==> config.mk <==
export PLATFORM = sky130hd
export DESIGN_NAME = fcp_div50
export DESIGN_NICKNAME = d
export VERILOG_FILES = /design/src/rtl/fcp_pkg.sv /design/src/rtl/fcp_div50.sv
export SDC_FILE = /design/constraint.sdc
export NUM_CORES = 2
export LEC_CHECK = 0
export ABC_AREA = 0
export BUFFER_PORTS_ARGS = -buffer_cell sky130_fd_sc_hd__clkbuf_2
export CAP_MARGIN = 20
export CORE_ASPECT_RATIO = 0.6
export CORE_MARGIN = 2
export CORE_UTILIZATION = 58
export CTS_BUF_LIST = sky130_fd_sc_hd__clkbuf_4 sky130_fd_sc_hd__clkbuf_8
export DETAILED_ROUTE_END_ITERATION = 12
export GPL_ROUTABILITY_DRIVEN = 0
export PLACE_DENSITY = 0.87
export SLEW_MARGIN = 20
export SYNTH_ARGS = -nofsm -noshare
export SYNTH_HDL_FRONTEND = slang
export SYNTH_SLANG_ARGS = --single-unit
==> constraint.sdc <==
create_clock -name clk -period 5.3 [get_ports clk]
set_clock_uncertainty 0.05 [all_clocks]
set_input_delay 1.06 -clock clk [delete_from_list [all_inputs] [get_ports clk]]
set_output_delay 1.06 -clock clk [all_outputs]
set_load 0.03 [all_outputs]
==> src/rtl/fcp_pkg.sv <==
package fcp_pkg;

    // |arg| beyond this is treated as saturated sigmoid
    localparam int unsigned LIMIT_ARG = 50;

    // table coordinate |arg| in Q32, at most 50 * 2^32 when inside the limit
    localparam int X_W = 38;

    localparam logic [32:0] ONE_Q32 = 33'h1_0000_0000;

    localparam int CFG_IDX_W = 2;

    typedef enum logic [CFG_IDX_W-1:0] {
        REG_CUTOFF    = 2'd0,
        REG_SCALE     = 2'd1,
        REG_INV_WIDTH = 2'd2
    } fcp_reg_t;

    // per-word side data that rides along the pipeline
    typedef struct packed {
        logic        neg;
        logic        beyond;
        logic [63:0] p1;
    } fcp_side_t;

endpackage

==> src/rtl/fcp_div50.sv <==
module fcp_div50 #(
    parameter int SIGMOID_TABLE_DEPTH = 256,
    localparam int AW = fcp_pkg::X_W + $clog2(SIGMOID_TABLE_DEPTH + 1),
    localparam int QW = 32 + $clog2(SIGMOID_TABLE_DEPTH + 1)
) (
    input  logic                clk,
    input  logic                rst_n,
    input  logic                in_valid,
    input  fcp_pkg::fcp_side_t  in_side,
    input  logic [AW-1:0]       dividend,
    output logic                out_valid,
    output fcp_pkg::fcp_side_t  out_side,
    output logic [QW-1:0]       quotient
);
    import fcp_pkg::*;

    // floor(a/50) = (a * ceil(2^S/50)) >> S with S = AW + 6, exact for every a below 2^AW
    localparam int SHIFT = AW + $clog2(LIMIT_ARG);
    localparam logic [63:0] RECIP =
        ((64'd1 << SHIFT) + 64'(LIMIT_ARG) - 64'd1) / 64'(LIMIT_ARG);

    logic [63:0]   a_ext;
    logic [63:0]   ll_next, lh_next, hl_next, hh_next;
    logic [64:0]   mid_next;
    logic [127:0]  prod_next;
    logic [QW-1:0] q_next;

    logic          v1_reg, v2_reg;
    logic [63:0]   ll1_reg, lh1_reg, hl1_reg, hh1_reg;
    logic [QW-1:0] q2_reg;
    fcp_side_t     side1_reg, side2_reg;

    // D1: 32x32 partial products against the reciprocal
    always_comb
    begin
        a_ext   = 64'(dividend);
        ll_next = 64'(a_ext[31:0]) * 64'(RECIP[31:0]);
        lh_next = 64'(a_ext[31:0]) * 64'(RECIP[63:32]);
        hl_next = 64'(a_ext[63:32]) * 64'(RECIP[31:0]);
        hh_next = 64'(a_ext[63:32]) * 64'(RECIP[63:32]);
    end

    // D2: low and high products do not overlap, only the middle pair is added in
    always_comb
    begin
        mid_next  = 65'(lh1_reg) + 65'(hl1_reg);
        prod_next = {hh1_reg, ll1_reg} + {31'b0, mid_next, 32'b0};
        q_next    = QW'(prod_next >> SHIFT);
    end

    always_ff @(posedge clk or negedge rst_n)
    begin
        if (!rst_n)
        begin
            v1_reg <= 1'b0;
            v2_reg <= 1'b0;
        end
        else
        begin
            v1_reg <= in_valid;
            v2_reg <= v1_reg;
        end
    end

    always_ff @(posedge clk)
    begin
        ll1_reg   <= ll_next;
        lh1_reg   <= lh_next;
        hl1_reg   <= hl_next;
        hh1_reg   <= hh_next;
        side1_reg <= in_side;

        q2_reg    <= q_next;
        side2_reg <= side1_reg;
    end

    assign out_valid = v2_reg;
    assign out_side  = side2_reg;
    assign quotient  = q2_reg;

endmodule

==> out/metrics.cfg, run 1 <==
[run_status]
status=aborted with a tool error
lastStage=5_1_grt
firstError=[ERROR GRT-0232] Routing congestion too high. Check the congestion heatmap in the GUI.

[synth]
async_reset_ff_frac=0.006231
synthTopCellsByArea=fa_1, ha_1, dfxtp_1
syn_area_um2=35450
yosysTopAreaCellShare=0.2925
syn-instance-count=3521
yosysSeqAreaShare=0.1816
synth_top_area_cell=fa_1
yosys_register_bits=321
synth_edf_count=0
synth_nets=4802
synth.most_common_cell=inv_1
yosys-top-cells-count=inv_1, ha_1, fa_1
ys_warn_count=0
synth_flop_cell=dfxtp_1
ys_types=78
avgSynthCellArea_um2=10.07

[die]
rows=70
die_w_um=323.2
io_pins=224
start_util=0.5841
die_h_um=195.5

[global_routing]
grt_max_degree=13
grt_overflow=986
globalRouteTotalUtil=0.8637

[clock_tree]
cts_buffers=45
ctsLongestPathBuffers=3
cts_root_buffer=clkbuf_8
holdBufCountCts=0
cts_max_level=2
numClockSinks=321

[place]
preCtsSetupSlack_ns=-2.565
io_buffers=223
dp_hpwl_um=104100

[timing]
worst_endpoint=ll1_reg[45]$_DFF_P_/D
worst_path_end_type=register input

[per-layer routing]
layer | track usage | overflow
met1 | 0.8409 | 73
met2 | 0.9623 | 530
met3 | 0.8094 | 85
met4 | 0.8248 | 290
met5 | 0.7425 | 8
[stage by stage]
step / std cells / hold WS (ns) / area, um2 / utilization / setup TNS, ns
after CTS: 5377 / 0.1797 / 47170 / 0.7772 / -71.10
after detailed placement: 5232 / 0.2621 / 43540 / 0.7174 / -165.51
after global placement: 5232 / 0.2598 / 43540 / 0.7174 / -141.68
after floorplan: 3521 / 0.2596 / 36230 / - / -61.23
[what timing repair did]
| action | in CTS |
|---|---|
| buffers inserted | 90 |
| pin swaps | 254 |
| setup endpoints to repair | 123 |
| cloned | 0 |
| resized for setup | 434 |
[cell families after synthesis]
kind of cell | Yosys count | share of synthesized area
AO/OA/AOI/OAI | 488 | 0.09035
XOR/XNOR | 208 | 0.05139
adder cells (fa/ha/maj) | 1165 | 0.5209
buffers and inverters | 957 | 0.1018
flip-flops | 321 | 0.1816
multiplexers | 1 | 0.0002824
AND/OR/NAND/NOR | 381 | 0.05379
==> run 2, diff against run 1 <==
Settings changed: CORE_ASPECT_RATIO 0.6 to unset, CORE_UTILIZATION 58 to 40, CTS_BUF_LIST sky130_fd_sc_hd__clkbuf_4 sky130_fd_sc_hd__clkbuf_8 to unset, PLACE_DENSITY 0.87 to unset, PLACE_DENSITY_LB_ADDON set to 0.15.
Clock period 5.3 ns to 6.9 ns, I/O delays scaled along.
==> out/metrics.cfg, run 2 <==
[route]
wire_per_inst_um=17.70
totalWireLength_um=97210
postRouteAntennaNets=0
drc=0
drt-pass1-iter-count=5
drt_iter0_markers=1261
vias_per_cell=4.700
vias=25810

[cells_and_area]
layout-drive-gt1-share=0.2473
multi_input_area_um2=26760
fin_nets=5584
nFillCells=8193
areaGrowthSynthToFinish_pct=26.49
diodes=0
seq_area_um2=6436
utilization=0.5090
final_cell_mix=inv_1, ha_1, buf_4, fa_1, dfxtp_1
final_common_cell=inv_1

[worst_setup_path]
endpoint_kind=flop
arrival_ns=7.51
worstSetupPathType=in2reg
reg2reg_from=hh1_reg[0]
reg2reg_slack_ns=0.52
crit_fanout=8
startpoint_type=input pin
rr_endpoint=quotient[39]
ff2ff_path_depth=26
required_ns=7.25

[synth]
syn-instance-count=3521  ; unchanged
synth_top_area_cell=fa_1
ys_types=78  ; unchanged
ys_warn_count=0  ; unchanged
synth_flop_cell=dfxtp_1
async_reset_ff_frac=0.006231  ; unchanged
synth_nets=4802  ; unchanged
synthTopCellsByArea=fa_1, ha_1, dfxtp_1
yosys-top-cells-count=inv_1, ha_1, fa_1
yosys_register_bits=321  ; unchanged
syn_area_um2=35450  ; unchanged
synth.most_common_cell=inv_1
avgSynthCellArea_um2=10.07  ; unchanged
yosysSeqAreaShare=0.1816  ; unchanged
synth_edf_count=0  ; unchanged
yosysTopAreaCellShare=0.2925  ; unchanged

[run_status]
status=finished with violations
violations=setup timing

[clock_tree]
numClockSinks=321  ; unchanged
clk_transition_reported_paths_ns=0.07
cts_max_level=2  ; unchanged
cts_root_buffer=clkbuf_16
tritoncts=done
ctsLongestPathBuffers=3  ; unchanged
clock_latency_ns=0.54
cts_buffers=34  ; -24%
holdBufCountCts=0  ; unchanged

[die]
io_pins=224  ; unchanged
start_util=0.4024  ; -0.1817
coreArea_um2=88100
rows=109  ; +56%
dieArea_um2=91020
die_w_um=301.7  ; -6.6%
die_h_um=301.7  ; +54%

[global_routing]
grt_pass1_wl_um=149600
antenna_found_initial=7
globalRouteTotalUtil=0.2166
grt_overflow=0
grt_pass1_vias=26560
grt_max_degree=17

[place]
io_buffers=223  ; unchanged
dp_hpwl_um=86270  ; -17%

[timing]
setup_slack_ns=-0.2579
fin_crit_ns=7.158
slew_headroom=0.5260
rsz0062_at_grt=true
setup_viol=14
fmax_mhz=139.7
min_period_over_period=1.037
slew_viol_final=0
hold_viol_final=0
worst_slew_pin_slew_ns=0.7056

[run]
maxCapViolCount=0

[worst_hold_path]
whs_endpoint=out_side[40]
min-delay-start=side1_reg[40]
hold_class=reg2reg
holdPathStages=0

run 2: final cells by class:
class / instances / share of cell area
Clock buffer: 43 / 0.02062
Clock inverter: 17 / 0.003014
Inverter: 937 / 0.07874
Multi-Input combinational cell: 2243 / 0.5968
Sequential cell: 321 / 0.1435
Tap cell: 1165 / 0.03251
Timing Repair Buffer: 766 / 0.1248
run 2: how the worst max path moves through the flow:
stage                      start  slack [ns]     endpoint  cells after the start
global route        dividend[16]       -0.41  ll1_reg[57]                     23
detailed placement  dividend[13]       -1.10  ll1_reg[57]                     25
floorplan            dividend[2]       -0.38  ll1_reg[57]                     26
finish              dividend[14]       -0.26  ll1_reg[57]                     23
CTS                 dividend[11]       -0.25  ll1_reg[57]                     26
global placement     dividend[5]       -1.06  ll1_reg[57]                     25
run 2: logic make-up (layout without fill, tap and decap cells):
logic type                 Yosys count  after routing  share of synthesized area
AOI/OAI and AO/OA                  488            488                    0.09035
adders and majority gates         1165           1165                     0.5209
buffers and inverters              957           1763                     0.1018
and+or+nand+nor                    381            381                    0.05379
xor gates and xnor gates           208            208                    0.05139
DFF                                321            321                     0.1816
muxes                                1              1                  0.0002824
run 2: what timing repair did:
action | 4_1_cts | 5_1_grt
endpoints found under the setup margin | 40 | 49
resized for setup | 115 | 198
pin swaps | 78 | 159
buffers inserted | 10 | 22
run 2: layer usage:
metal	wire length, um	track usage	vias up
li1	-	-	12700
met5	54	0	-
met2	44510	0.3437	481
met1	45620	0.3105	12520
met3	5303	0.04078	107
met4	1716	0.03819	8
run 2: critical path: stages:
cell and delay [ns]:
clkbuf_8 0.16, buf_6 0.16, fa_1 0.48, ha_2 0.32, inv_1 0.05, fa_2 0.57, fa_2 0.47, fa_1 0.54
inv_2 0.04, fa_1 0.52, inv_1 0.05, fa_1 0.47, inv_1 0.05, ha_2 0.17, a21o_1 0.15, a21o_1 0.21
or3b_4 0.40, o221a_4 0.24, o221a_4 0.32, a31oi_4 0.18, o21bai_2 0.09, a221o_1 0.34, xnor2_1 0.12
run 2: stage by stage:
step / setup slack (ns) / setup TNS [ns] / hold WS, ns / instance area (um2) / instances
5_1_grt: -0.4057 / -4.698 / 0.2801 / 44840 / 5492
3_5_place_dp: -1.096 / -37.77 / 0.2621 / 42160 / 5401
3_3_place_gp: -1.060 / -38.42 / 0.2596 / 42160 / 5401
4_1_cts: -0.2507 / -2.065 / 0.2723 / 43850 / 5471
2_1_floorplan: -0.3848 / -1.844 / 0.2596 / 35730 / 3521
6_report: -0.2579 / -1.305 / 0.2743 / 44840 / 5492
Power of run 2 is not shown: default switching activity piles up to over one toggle a cycle in this logic, so the estimate is an artifact.
